==> src/sv/bmf_pkg.sv <==
// Shared types and constants of the batch median filter.
package bmf_pkg;

	localparam int MAX_WINDOW_DEF  = 16;
	localparam int SAMPLE_BITS_DEF = 10;

	localparam int WINDOW_BITS = 5;
	localparam logic [WINDOW_BITS-1:0] WINDOW_RESET = 5'd5;

	localparam int APB_DATA_BITS = 32;
	localparam int APB_ADDR_BITS = 2;
	localparam logic [APB_ADDR_BITS-1:0] ADDR_WINDOW_LENGTH = 2'd0;

	// Status that one cell hands to its right-hand neighbour.
	typedef struct packed {
		logic gt;     // holds a valid sample above the incoming one
		logic valid;  // holds a sample of the current batch
	} bmf_link_t;

endpackage

==> src/sv/bmf_cell.sv <==
// One cell of the sorted insertion chain: a sample register and its valid flag.
module bmf_cell #(
	parameter int SAMPLE_BITS = bmf_pkg::SAMPLE_BITS_DEF
) (
	input  logic                   clk,
	input  logic                   arst_n,
	input  logic                   insert,
	input  logic                   flush,
	input  logic [SAMPLE_BITS-1:0] sample,
	input  logic [SAMPLE_BITS-1:0] left_value,
	input  bmf_pkg::bmf_link_t     left_link,
	output logic [SAMPLE_BITS-1:0] value,
	output bmf_pkg::bmf_link_t     link
);

	logic [SAMPLE_BITS-1:0] value_q;
	logic                   valid_q;
	logic                   gt;
	logic                   take_left;
	logic                   take_sample;

	assign gt = valid_q && (value_q > sample);

	// A larger sample on the left moves right one place; the new sample lands
	// in the first cell that holds something larger, or at the end of the run.
	assign take_left   = left_link.gt;
	assign take_sample = !left_link.gt && (gt || (!valid_q && left_link.valid));

	always_ff @(posedge clk or negedge arst_n) begin
		if (!arst_n) begin
			valid_q <= 1'b0;
		end else if (flush) begin
			valid_q <= 1'b0;
		end else if (insert) begin
			valid_q <= valid_q || left_link.valid;
		end
	end

	always_ff @(posedge clk) begin
		if (insert && take_left) begin
			value_q <= left_value;
		end else if (insert && take_sample) begin
			value_q <= sample;
		end
	end

	assign value      = value_q;
	assign link.gt    = gt;
	assign link.valid = valid_q;

endmodule

==> src/sv/batch_median_filter.sv <==
// Top level of the batch median filter: register port, insertion chain and output stage.
//
// Usage: samples arrive as beats on the input channel (in_valid, in_ready,
// sample). Each beat is placed into its sorted position in a chain of cells in
// the cycle it is accepted. When the beat that completes a batch of
// window_length samples arrives, the block reads the middle cell, or the two
// middle cells, in its emit state and loads twice the median into the output
// register, which drives the output channel (out_valid, out_ready,
// median_doubled). The chain is then emptied for the next batch.
// Throughput: one sample per cycle while collecting; after a batch-closing beat
// the input waits in the emit state, as the median taps are read from the chain
// registers after the insertion; the emit state lasts until the output register is free.
// If the receiver stalls, the result waits in the output register and the next
// batch is already collected; once a second closing beat has been accepted, the
// input waits until the first result is taken. window_length is written over the
// APB port at address 0; values 0 act as 1 and values above MAX_WINDOW act as MAX_WINDOW.
// Reset empties the chain, drops any pending result and sets window_length to 5.
module batch_median_filter #(
	parameter int MAX_WINDOW  = bmf_pkg::MAX_WINDOW_DEF,
	parameter int SAMPLE_BITS = bmf_pkg::SAMPLE_BITS_DEF
) (
	input  logic                               clk,
	input  logic                               arst_n,
	input  logic                               psel,
	input  logic                               penable,
	input  logic                               pwrite,
	input  logic [bmf_pkg::APB_ADDR_BITS-1:0]  paddr,
	input  logic [bmf_pkg::APB_DATA_BITS-1:0]  pwdata,
	output logic [bmf_pkg::APB_DATA_BITS-1:0]  prdata,
	output logic                               pready,
	input  logic                               in_valid,
	output logic                               in_ready,
	input  logic [SAMPLE_BITS-1:0]             sample,
	output logic                               out_valid,
	input  logic                               out_ready,
	output logic [SAMPLE_BITS:0]               median_doubled
);

	localparam int CW   = $clog2(MAX_WINDOW + 1);
	localparam int CMPW = (CW > bmf_pkg::WINDOW_BITS) ? CW : bmf_pkg::WINDOW_BITS;

	localparam logic ST_COLLECT = 1'b0;
	localparam logic ST_EMIT    = 1'b1;

	logic [bmf_pkg::WINDOW_BITS-1:0] window_q;
	logic                            state_q;
	logic [CW-1:0]                   count_q;
	logic                            out_valid_q;
	logic [SAMPLE_BITS:0]            median_q;

	logic [CMPW-1:0]        win_ext;
	logic [CMPW-1:0]        eff_len;
	logic [CW-1:0]          count_inc;
	logic                   closing;
	logic                   accept;
	logic                   emit;
	logic [CW-1:0]          half;
	logic [SAMPLE_BITS-1:0] tap_a;
	logic [SAMPLE_BITS-1:0] tap_b;

	logic [SAMPLE_BITS-1:0] cell_value [MAX_WINDOW+1];
	bmf_pkg::bmf_link_t     cell_link  [MAX_WINDOW+1];
	logic [MAX_WINDOW-1:0]  cell_valid;

	// Register port.
	always_ff @(posedge clk or negedge arst_n) begin
		if (!arst_n) begin
			window_q <= bmf_pkg::WINDOW_RESET;
		end else if (psel && penable && pwrite && pready
				&& (paddr == bmf_pkg::ADDR_WINDOW_LENGTH)) begin
			window_q <= pwdata[bmf_pkg::WINDOW_BITS-1:0];
		end
	end

	assign pready = 1'b1;
	assign prdata = (paddr == bmf_pkg::ADDR_WINDOW_LENGTH)
		? {{(bmf_pkg::APB_DATA_BITS - bmf_pkg::WINDOW_BITS){1'b0}}, window_q}
		: '0;

	// Effective batch length, clamped to 1..MAX_WINDOW.
	assign win_ext = CMPW'(window_q);
	always_comb begin
		if (win_ext == '0) begin
			eff_len = CMPW'(1);
		end else if (win_ext > CMPW'(MAX_WINDOW)) begin
			eff_len = CMPW'(MAX_WINDOW);
		end else begin
			eff_len = win_ext;
		end
	end

	assign count_inc = count_q + CW'(1);
	assign closing   = CMPW'(count_inc) >= eff_len;
	assign in_ready  = (state_q == ST_COLLECT);
	assign accept    = in_valid && in_ready;
	assign emit      = (state_q == ST_EMIT) && (!out_valid_q || out_ready);

	always_ff @(posedge clk or negedge arst_n) begin
		if (!arst_n) begin
			state_q <= ST_COLLECT;
			count_q <= '0;
		end else begin
			case (state_q)
				ST_COLLECT: begin
					if (accept) begin
						count_q <= count_inc;
						if (closing) begin
							state_q <= ST_EMIT;
						end
					end
				end
				ST_EMIT: begin
					if (emit) begin
						count_q <= '0;
						state_q <= ST_COLLECT;
					end
				end
				default: begin
					state_q <= ST_COLLECT;
				end
			endcase
		end
	end

	// Insertion chain. The left edge behaves as a filled cell holding nothing larger.
	assign cell_value[0]      = '0;
	assign cell_link[0].gt    = 1'b0;
	assign cell_link[0].valid = 1'b1;

	for (genvar i = 0; i < MAX_WINDOW; i++) begin : g_cell
		bmf_cell #(
			.SAMPLE_BITS(SAMPLE_BITS)
		) u_cell (
			.clk        (clk),
			.arst_n     (arst_n),
			.insert     (accept),
			.flush      (emit),
			.sample     (sample),
			.left_value (cell_value[i]),
			.left_link  (cell_link[i]),
			.value      (cell_value[i+1]),
			.link       (cell_link[i+1])
		);
		assign cell_valid[i] = cell_link[i+1].valid;
	end

	// Median taps: the middle cell twice for an odd count, else the two middle cells.
	assign half = count_q >> 1;
	always_comb begin
		tap_a = '0;
		tap_b = '0;
		for (int i = 0; i < MAX_WINDOW; i++) begin
			if (CW'(i) == half) begin
				tap_a = tap_a | cell_value[i+1];
			end
			if ((count_q[0] && (CW'(i) == half)) || (!count_q[0] && (CW'(i + 1) == half))) begin
				tap_b = tap_b | cell_value[i+1];
			end
		end
	end

	// Output register.
	always_ff @(posedge clk or negedge arst_n) begin
		if (!arst_n) begin
			out_valid_q <= 1'b0;
		end else if (emit) begin
			out_valid_q <= 1'b1;
		end else if (out_ready) begin
			out_valid_q <= 1'b0;
		end
	end

	always_ff @(posedge clk) begin
		if (emit) begin
			median_q <= {1'b0, tap_a} + {1'b0, tap_b};
		end
	end

	assign out_valid      = out_valid_q;
	assign median_doubled = median_q;

	// The filled cells always form a run whose length is the batch count.
	a_fill_matches_count: assert property (@(posedge clk) disable iff (!arst_n)
		$countones(cell_valid) == int'(count_q))
		else $error("chain fill does not match batch count");

	a_open_beat_counts: assert property (@(posedge clk) disable iff (!arst_n)
		(accept && !closing) |=> (count_q == $past(count_inc)) && (state_q == ST_COLLECT))
		else $error("non-closing beat did not advance the batch count");

	a_close_goes_emit: assert property (@(posedge clk) disable iff (!arst_n)
		(accept && closing) |=> (state_q == ST_EMIT))
		else $error("closing beat did not start the median read");

	a_result_from_emit: assert property (@(posedge clk) disable iff (!arst_n)
		$rose(out_valid_q) |-> $past(state_q == ST_EMIT))
		else $error("result appeared without a closed batch");

	a_emit_empties: assert property (@(posedge clk) disable iff (!arst_n)
		emit |=> (count_q == '0) && (cell_valid == '0))
		else $error("chain not emptied after a result was taken");

endmodule

==> config.mk <==
export PLATFORM = sky130hd
export DESIGN_NAME = batch_median_filter
export DESIGN_NICKNAME = d
export VERILOG_FILES = /design/src/sv/bmf_pkg.sv /design/src/sv/bmf_cell.sv /design/src/sv/batch_median_filter.sv
export SDC_FILE = /design/constraint.sdc
export NUM_CORES = 1
export LEC_CHECK = 0
export BUFFER_PORTS_ARGS = -buffer_cell sky130_fd_sc_hd__buf_4
export CAP_MARGIN = 10
export CORE_ASPECT_RATIO = 1.4
export CORE_MARGIN = 4
export CORE_UTILIZATION = 51
export DETAILED_ROUTE_END_ITERATION = 12
export PLACE_DENSITY = 0.73
export SLEW_MARGIN = 20
export SYNTH_ARGS = -nofsm -noshare
export SYNTH_HDL_FRONTEND = slang
export SYNTH_HIERARCHICAL = 1
export SYNTH_SLANG_ARGS = --single-unit
==> constraint.sdc <==
create_clock -name clk -period 5.85 [get_ports clk]
set_input_delay 0.585 -clock clk [delete_from_list [all_inputs] [get_ports clk]]
set_output_delay 0.585 -clock clk [all_outputs]
set_load 0.01 [all_outputs]
==> summary.md, run 1 <==
| Metric | Value |
|---|---|
| IO Pins | `slightly below 100` |
| Critical Path RT | `6050 ps` |
| F_max | `about 220 MHz` |
| IO buf count | `41` |
| Status | `complete, no violations` |
| End-of-flow core utilization | `between 50% and 60%` |
| CP Cell Sequence | `or3_1, nor2b_1, a22o_1, a221oi_1, nand3_1, fa_1, a211oi_1, nor2_1, or4_1, a31oi_1, o21ai_0` |
| Worst setup EP type | `register` |
| DRC Markers | `0` |
| Final Cell Area | `around 0.017 mm²` |
| Die footprint | `~0.035 mm²` |
| CP max FO | `27` |
| Clock Latency Late Sink | `480 ps` |
| Fin crit share | `between 70% and 80%` |
| Chip height | `between 200 and 250 µm` |
| First-pass GRT wire length | `just over 80000 µm` |
| Max-Slew Margin vs Limit | `about a third` |
| Wire per inst | `between 20 and 30 µm` |
| Synth Cell Area | `0.0163 mm²` |
| CTS max path bufs | `2` |
| Reg-to-reg slack, setup | `1360 ps` |
| Num CTS Buffers | `17` |
| CTS tree | `done` |
| Post-DRT Antenna Nets | `0` |
| Initial antenna violation count | `0` |
| Final Non-Filler Cells | `a little over 2000` |
| Share of cells above drive strength 1 | `17.8%` |
| Layout overhead on the synthesized area | `6.12%` |
| CP max stage delay | `~920 ps` |
| Final hold violations | `0` |
| TritonRoute pass-1 iters | `6` |
| Slowest CP cell | `dfrtp_1` |
| DR vias/cell | `around 6.6` |
| Leak | `6.99 nW` |
| Syn Inst Count | `between 1500 and 2000` |
| # hold bufs at CTS | `0` |
| Tot GR Track Use | `approximately a third` |
| DP HPWL | `slightly above 40000 µm` |
| Kind of cell adding the most delay to the critical path | `simple AND/OR/NAND/NOR gates` |
| CP startpoint kind | `register` |
| Area after DPL | `approximately 0.017 mm²` |
| Power per cell area | `roughly 380 mW/mm²` |
| Slew @ Worst Pin | `981 ps` |
| Root Buffer | `clkbuf_16` |
| Post-Place Cells | `2019` |
| RSZ-0062 raised after global routing | `false` |
| Pin count of the biggest net entering global routing | `37` |
| Syn avg cell area | `roughly 10 µm²` |
| Clock skew | `approximately 14 ps` |
| Post-CTS Setup Inserts | `0` |
| Antenna diodes | `0` |
| Fin crit period | `4490 ps` |
| Nets | `between 1500 and 2000` |
| Initial core utilization | `between 50% and 60%` |
| Site Rows | `slightly below 80` |
| Post_cts resized | `0` |
| Clock transition at path regs | `about 70 ps` |
| Drt initial violations | `around 1500` |
| Final setup TNS | `0 ps` |
| Sink Count | `199` |
| Die boundary width | `159 µm` |
| Yosys warns | `6` |
| Total Routed Length | `55900 µm` |
| VDD IR max | `0.172 mV` |
| # H-tree levels | `4` |
| Final setup violation count | `0` |
| Count of pins over their slew limit | `0` |
| WS Path Type | `register to register` |
| Max cap viols | `0` |
| Core Region | `around 0.032 mm²` |
| Final GP Congestion | `~1` |
| Vias in the first global route | `roughly 13000` |
| Critical Path AT | `4690 ps` |
| HP Class | `primary input to async pin` |
| Critical path buffer and inverter count | `0` |
| Grt total ovfl | `0` |
| Total number of vias | `13500` |
metrics by stage:
stage / total power, W / hold WS (ps) / setup slack [ps]
after global routing: 0.00693 / 105 / 1100
after CTS: 0.00654 / 78.0 / 1440
after global placement: 0.00534 / 489 / 1540
after floorplan: 0.00445 / 289 / 2430
final: 0.00657 / 93.3 / 1360
after detailed placement: 0.00544 / 506 / 1450
state kept, by name, indices dropped and copies added, names as in the netlist:
| register | flops |
|---|---|
| count_q | 5 |
| g_cell.u_cell/valid_q | 16 |
| g_cell.u_cell/value | 160 |
| median_doubled | 11 |
| out_valid | 1 |
| state_q | 1 |
| win_ext | 5 |
power breakdown:
| group | total [W] | switching, W | internal, W |
|---|---|---|---|
| Combinational | 0.00292 | 0.00171 | 0.00121 |
| Sequential | 0.00255 | 0.000544 | 0.00200 |
| Clock | 0.00111 | 0.000564 | 0.000543 |
cell type report:
cell class	instances	area [µm²]
fill	2731	14200
multi-input combinational	1164	9200
sequential	199	5840
inverter	195	732
timing repair buffer	66	495
tap	395	494
clock buffer	21	440
clock inverter	11	80.1
routing by layer:
metal	vias up	share of wire (%)	GRT usage, %
li1	5980	-	-
met5	-	0	0
met4	0	8.0	23.2
met2	727	48	54.0
met1	6578	36	35.5
met3	198	7.3	4.58
worst paths after layout:
path,from,endpoint,cells after the start
worst max-delay path,count_q[2],median_doubled[10],11
worst min-delay path,arst_n,g_cell[8].u_cell/valid_q,1
worst max register to register,count_q[2],median_doubled[10],11
worst min register to register,out_valid,out_valid,2
max in group asynchronous,arst_n,count_q[3],1
min in group clk,pwdata[3],win_ext[3],2
placed cells by master (no fill, tap or decap), types with 17 or more instances in the layout:
cell type  instances
a211oi_1          26
a21oi_1           88
a221oi_1          33
a22o_1            21
a22oi_1           27
and2_1            25
buf_4             66
clkbuf_16         17
conb_1            42
dfrtp_1           24
edfxtp_1         171
ha_1             176
inv_1            194
mux2_2           166
mux2i_1           61
nand2_1           70
nand2b_1          20
nand3_1           23
nand4_1           43
nor2_1            87
nor2b_1           19
nor3b_1           19
o21ai_0           72
o221ai_1          19
o31ai_1           17
Power figures use the tool's default switching activity.
==> run 2: changes to the inputs <==
--- a/config.mk
+++ b/config.mk
@@ -5,13 +5,14 @@
 export SDC_FILE = /design/constraint.sdc
 export NUM_CORES = 1
 export LEC_CHECK = 0
+export ABC_AREA = 1
 export BUFFER_PORTS_ARGS = -buffer_cell sky130_fd_sc_hd__buf_4
 export CAP_MARGIN = 10
 export CORE_ASPECT_RATIO = 1.4
 export CORE_MARGIN = 4
 export CORE_UTILIZATION = 51
 export DETAILED_ROUTE_END_ITERATION = 12
-export PLACE_DENSITY = 0.73
+export PLACE_DENSITY = 0.75
 export SLEW_MARGIN = 20
 export SYNTH_ARGS = -nofsm -noshare
 export SYNTH_HDL_FRONTEND = slang
==> constraint.sdc (replaced) <==
create_clock -name clk -period 3.9 [get_ports clk]
set_input_delay 0.39 -clock clk [delete_from_list [all_inputs] [get_ports clk]]
set_output_delay 0.39 -clock clk [all_outputs]
set_load 0.01 [all_outputs]
==> summary.md, run 2 <==
| Metric | Value |
|---|---|
| Status | `complete, no violations` |
| Clock skew | `11.7 ps` |
| Max-Slew Margin vs Limit | `44.0%` |
| Die boundary width | `164 µm` |
| Max layer used | `met4` |
| Max FFs per register | `160` |
| Layout overhead on the synthesized area | `5.69%` |
| WS Path Type | `register to register` |
| Final setup TNS | `0 ps` |
| End-of-flow core utilization | `55.0%` |
| Final setup violation count | `0` |
| Yosys warns | `6` |
| Chip height | `between 200 and 250 µm` |
| Commonest non-fill, non-tap cells in the layout | `751 x nand2_1, 369 x inv_1, 273 x nor2_1, 176 x ha_1, 171 x edfxtp_1` |
| DR vias/cell | `5.46` |
| Final GP Congestion | `around 1.0` |
| Share of cells above drive strength 1 | `around 14%` |
| Clock Latency Late Sink | `approximately 470 ps` |
| Worst setup EP type | `register` |
| Seq pwr share | `36.1%` |
| Vias in the first global route | `roughly 15000` |
| Syn avg cell area | `7.41 µm²` |
| DRC Markers | `0` |
| Final hold violations | `0` |
| Commonest non-fill, non-tap cell in the layout | `nand2_1` |
| Initial antenna violation count | `0` |
| Leak | `about 9.4 nW` |
| Syn Inst Count | `2355` |
| Power per cell area | `784 mW/mm²` |
| IO buf count | `just over 40` |
| Logic pwr share | `between 50% and 60%` |
| CP startpoint kind | `register` |
| Sink Count | `around 200` |
| Pint | `between 0.007 and 0.008 W` |
| IO Pins | `just under 100` |
| Pin count of the biggest net entering global routing | `29` |
| Clock transition at path regs | `roughly 70 ps` |
| M1 WL | `roughly 23000 µm` |
| Post-DRT Antenna Nets | `0` |
| F_max | `~310 MHz` |
| Count of pins over their slew limit | `0` |
| CP max FO | `10` |
| Tot GR Track Use | `between 30% and 40%` |
| Num CTS Buffers | `17` |
| Post_cts resized | `0` |
| Post-CTS Setup Inserts | `0` |
| Hold Path Cell Cnt | `3` |
| HP Class | `primary input to register` |
| # H-tree levels | `4` |
| Drt initial violations | `~1500` |
| Synth Cell Area | `~0.017 mm²` |
| Initial core utilization | `52.1%` |
| WL met2 | `between 20000 and 30000 µm` |
| Slew @ Worst Pin | `838 ps` |
| Max cap viols | `0` |
| Fin crit share | `a little over four fifths` |
| Root Buffer | `clkbuf_16` |
| Site Rows | `just under 80` |
| Fin crit period | `about 3300 ps` |
| Wire per inst | `~21 µm` |
| DR WL met3 | `around 4200 µm` |
| Sw frac | `50.4%` |
| RSZ-0062 raised after global routing | `false` |
| Total Routed Length | `58800 µm` |
| Reg2reg path depth | `14` |
| CTS max path bufs | `2` |
| Nets | `around 2600` |
| Die footprint | `0.0373 mm²` |
| First-pass GRT wire length | `87300 µm` |
| TritonRoute pass-1 iters | `6` |
| Total number of vias | `roughly 16000` |
| CTS tree | `done` |
| Critical Path AT | `about 3500 ps` |
| Clock power share | `11.5%` |
| DP HPWL | `around 45000 µm` |
| Switch Pwr | `about 0.0073 W` |
| VDD IR max | `roughly 0.4 mV` |
| Grt total ovfl | `0` |
| Critical Path RT | `between 4000 and 5000 ps` |
| Core Region | `approximately 0.034 mm²` |
==> run 2: layout make-up <==
type | instances | area (µm²)
fillers | 3145 | 15100
multi-input cells | 1724 | 9620
flip-flops and latches | 199 | 5840
inverters | 374 | 1400
well taps | 445 | 557
repair buffers | 65 | 490
clock buffers | 25 | 475
clock inverters | 7 | 48.8
diodes | 1 | 2.50
==> run 2: repair_timing <==
| action | CTS | global route |
|---|---|---|
| hold endpoints to repair | 26 | 0 |
| endpoints found under the setup margin | 0 | 0 |
| hold buffers | 1 | 0 |
==> run 2: layer usage <==
layer | GRT usage, % | up-vias
met2 | 53.3 | 693
met4 | 18.6 | 0
met1 | 38.9 | 7213
met5 | 0 | -
met3 | 4.87 | 157
li1 | - | 7448
==> run 2: critical path, cell delays in order (launching register included) <==
cell     delay, ps
dfrtp_1        470
nor2_2         390
inv_1          180
nor2_2         500
nand2_1        100
nand4_1        110
nor2_1          60
nand3_1         80
ha_1           310
fa_1           270
nand3_1         80
nand2_1        130
nand4_1         90
nand2_1        120
xor2_1          80
==> run 2: metrics by stage <==
step	hold WS (ps)	total power, W	setup WS (ps)	std cells	area [µm²]
floorplan	94.4	0.0102	1230	2393	17600
global placement	400	0.0123	757	2806	17900
detailed placement	402	0.0126	672	2806	17900
CTS	128	0.0143	665	2839	18400
global route	158	0.0155	438	2839	18400
finish	152	0.0145	642	2840	18400
==> run 2: worst paths after layout <==
path,to,from,slack [ps]
worst max-delay path,median_doubled[8],count_q[2],640
worst min-delay path,win_ext[0],pwdata[0],150
worst max register to register,median_doubled[8],count_q[2],640
worst min register to register,out_valid,state_q,510
max in group asynchronous,g_cell[7].u_cell/valid_q,arst_n,3060
min in group asynchronous,g_cell[11].u_cell/valid_q,arst_n,440
==> run 2: power groups by stage <==
stage                     sequential, W  clock, W  combinational [W]
after global routing            0.00526   0.00178            0.00844
after floorplan                 0.00442         0            0.00579
after global placement          0.00519         0            0.00716
final                           0.00522   0.00167            0.00757
after CTS                       0.00517   0.00170            0.00746
after detailed placement        0.00521         0            0.00742
==> run 3: changes to the inputs <==
--- a/config.mk
+++ b/config.mk
@@ -5,7 +5,7 @@
 export SDC_FILE = /design/constraint.sdc
 export NUM_CORES = 1
 export LEC_CHECK = 0
-export ABC_AREA = 1
+export ABC_AREA = 0
 export BUFFER_PORTS_ARGS = -buffer_cell sky130_fd_sc_hd__buf_4
 export CAP_MARGIN = 10
 export CORE_ASPECT_RATIO = 1.4
==> constraint.sdc (replaced) <==
create_clock -name clk -period 2.75 [get_ports clk]
set_input_delay 0.275 -clock clk [delete_from_list [all_inputs] [get_ports clk]]
set_output_delay 0.275 -clock clk [all_outputs]
set_load 0.01 [all_outputs]
==> summary.md, run 3 (synthesis gave the netlist of run 1 again) <==
| Metric | Value |
|---|---|
| Fillers | `around 2400` |
| Final GP Congestion | `about 1.1` |
| Final hold violations | `0` |
| Initial core utilization | `between 50% and 60%` |
| Pint | `around 0.010 W` |
| F_max | `302 MHz` |
| TritonRoute pass-1 iters | `7` |
| Clock transition at path regs | `about 80 ps` |
| Tot GR Track Use | `between 30% and 40%` |
| Num CTS Buffers | `17` |
| Register area | `just under 0.006 mm²` |
| RSZ-0062 raised after global routing | `true` |
| Die boundary width | `about 160 µm` |
| Antenna diodes | `0` |
| Power per cell area | `about 810 mW/mm²` |
| VDD IR max | `between 0.5 and 0.6 mV` |
| Clock power share | `14.7%` |
| HP Class | `primary input to register` |
| Commonest non-fill, non-tap cells in the layout | `432 x buf_4, 194 x inv_1, 171 x edfxtp_1, 166 x mux2_2, 158 x ha_1` |
| Reg-to-reg slack, setup | `-560 ps` |
| Sink Count | `199` |
| Fin crit share | `120%` |
| Vias in the first global route | `approximately 15000` |
| Seq pwr share | `between 20% and 30%` |
| Total number of vias | `15400` |
| Site Rows | `77` |
| IO buf count | `41` |
| Kind of cell adding the most delay to the critical path | `compound AO/OA/AOI/OAI gates` |
| CP max stage delay | `~450 ps` |
| Reg2reg path depth | `13` |
| FF-to-FF End | `median_doubled[10]` |
| Violated checks | `negative setup slack` |
| CP max FO | `8` |
| Initial antenna violation count | `0` |
| Share of cells above drive strength 1 | `roughly two fifths` |
| # H-tree levels | `4` |
| Slew @ Worst Pin | `573 ps` |
| Crit path launch | `count_q[1]` |
| Hold endpoint | `win_ext[4]` |
| Final Non-Filler Cells | `about 2500` |
| Core Region | `0.0315 mm²` |
| Hold Path Cell Cnt | `2` |
| Fin Hold WS | `35.6 ps` |
| Logic pwr share | `56.5%` |
| Chip height | `219 µm` |
| Clock Latency Late Sink | `around 470 ps` |
| DP HPWL | `between 50000 and 60000 µm` |
| First-pass GRT wire length | `between 90000 and 100000 µm` |
| Post-Place Cells | `between 2000 and 2500` |
| Die footprint | `~0.035 mm²` |
| Leak | `a little over 9 nW` |
| Clock skew | `roughly 11 ps` |
| Wire per inst | `27.2 µm` |
| Layout overhead on the synthesized area | `32.1%` |
| Nets | `2282` |
| Grt total ovfl | `0` |
| Switch Pwr | `roughly 0.0071 W` |
| Area after DPL | `~0.019 mm²` |
| Pin count of the biggest net entering global routing | `32` |
| Worst setup EP type | `register` |
| Worst R2R Start | `count_q[1]` |
| CP Cell Sequence | `buf_6, and2b_4, a221oi_4, a21oi_2, nor2_2, o221ai_2, ha_2, fa_2, a211oi_2, nor2_1, or4_1, a31oi_2, o21ai_1` |
| Max cap viols | `0` |
| Critical Path RT | `2970 ps` |
| Count of pins over their slew limit | `0` |
| Final setup violation count | `9` |
| WS Path Type | `register to register` |
| IO Pins | `just under 100` |
| Status | `finished with violations` |
| CTS max path bufs | `2` |
| CTS tree | `done` |
| Post-DRT Antenna Nets | `0` |
| Fin crit period | `between 3000 and 4000 ps` |
| Area of the multi-input gates | `just over 0.01 mm²` |
| DRC Markers | `0` |
| Sw frac | `between 40 and 50%` |
| Critical path buffer and inverter count | `1` |
| Commonest non-fill, non-tap cell in the layout | `buf_4` |
| Drt initial violations | `1201` |
| Final Cell Area | `roughly 0.022 mm²` |
| DR vias/cell | `6.24` |
| Critical Path AT | `around 3500 ps` |
| Total Routed Length | `roughly 67000 µm` |
| Max FFs per register | `160` |
| Root Buffer | `clkbuf_16` |
| Hold_sp | `pwdata[4]` |
| Max-Slew Margin vs Limit | `61.8%` |
| CP startpoint kind | `register` |
| Slowest CP cell | `dfrtp_2` |
| Setup WS post-layout | `-562 ps` |
run 3: cell count changes in the layout (fill, tap and decap cells not counted), sizes merged, moves of 121 or more:
cell / previous run / this run
nand2: 797 / 86
mux2: 16 / 166
buf: 64 / 475
a21oi: 210 / 89
nor2: 319 / 89
inv: 372 / 197
run 3: area by class of cell:
type / instances / share of cell area, %
multi-input combinational: 1165 / 46.8
inverter: 195 / 3.42
tap: 395 / 2.30
sequential: 199 / 27.2
clock buffer: 21 / 2.05
timing repair buffer: 476 / 17.7
clock inverter: 11 / 0.576
run 3: worst max-delay path by stage:
stage                          to  slack [ps]  cells past startpoint
6_report       median_doubled[10]        -560                     13
3_3_place_gp    median_doubled[9]        -750                     14
4_1_cts        median_doubled[10]        -610                     13
3_5_place_dp   median_doubled[10]        -800                     13
2_1_floorplan  median_doubled[10]        -490                     14
5_1_grt        median_doubled[10]        -670                     14
run 3: layer usage:
layer / vias up / share of wire (%) / wire, µm / track usage, %
met5: - / 0 / 0 / 0
met4: 0 / 10 / 6780 / 33.6
met3: 301 / 6.4 / 4290 / 6.35
met2: 753 / 48 / 32300 / 63.2
met1: 7492 / 35 / 23600 / 39.1
li1: 6810 / - / - / -
run 3: power groups by stage:
stage / clock [W] / sequential, W / combinational [W]
6_report: 0.00256 / 0.00504 / 0.00987
5_1_grt: 0.00267 / 0.00508 / 0.0105
4_1_cts: 0.00257 / 0.00503 / 0.00902
3_5_place_dp: 0 / 0.00510 / 0.00839
3_3_place_gp: 0 / 0.00509 / 0.00818
2_1_floorplan: 0 / 0.00479 / 0.00492
run 3: metrics by stage:
step / total power (W) / util (%) / TNS (ps) / setup WS, ps
detailed placement: 0.0135 / 61.8 / -17360 / -798
global route: 0.0183 / 68.3 / -5500 / -670
finish: 0.0175 / 68.3 / -3390 / -562
global placement: 0.0133 / 61.8 / -9500 / -746
floorplan: 0.00971 / - / -1390 / -494
CTS: 0.0166 / 65.2 / -3430 / -614
run 3: repair_timing:
| item | 4_1_cts | 5_1_grt |
|---|---|---|
| resized for setup | 55 | 135 |
| hold buffers | 1 | 0 |
| endpoints found under the setup margin | 40 | 119 |
| endpoints found under the hold margin | 26 | 0 |
| gates cloned | 2 | 8 |
| pin swaps | 14 | 43 |
| buffers inserted | 24 | 42 |
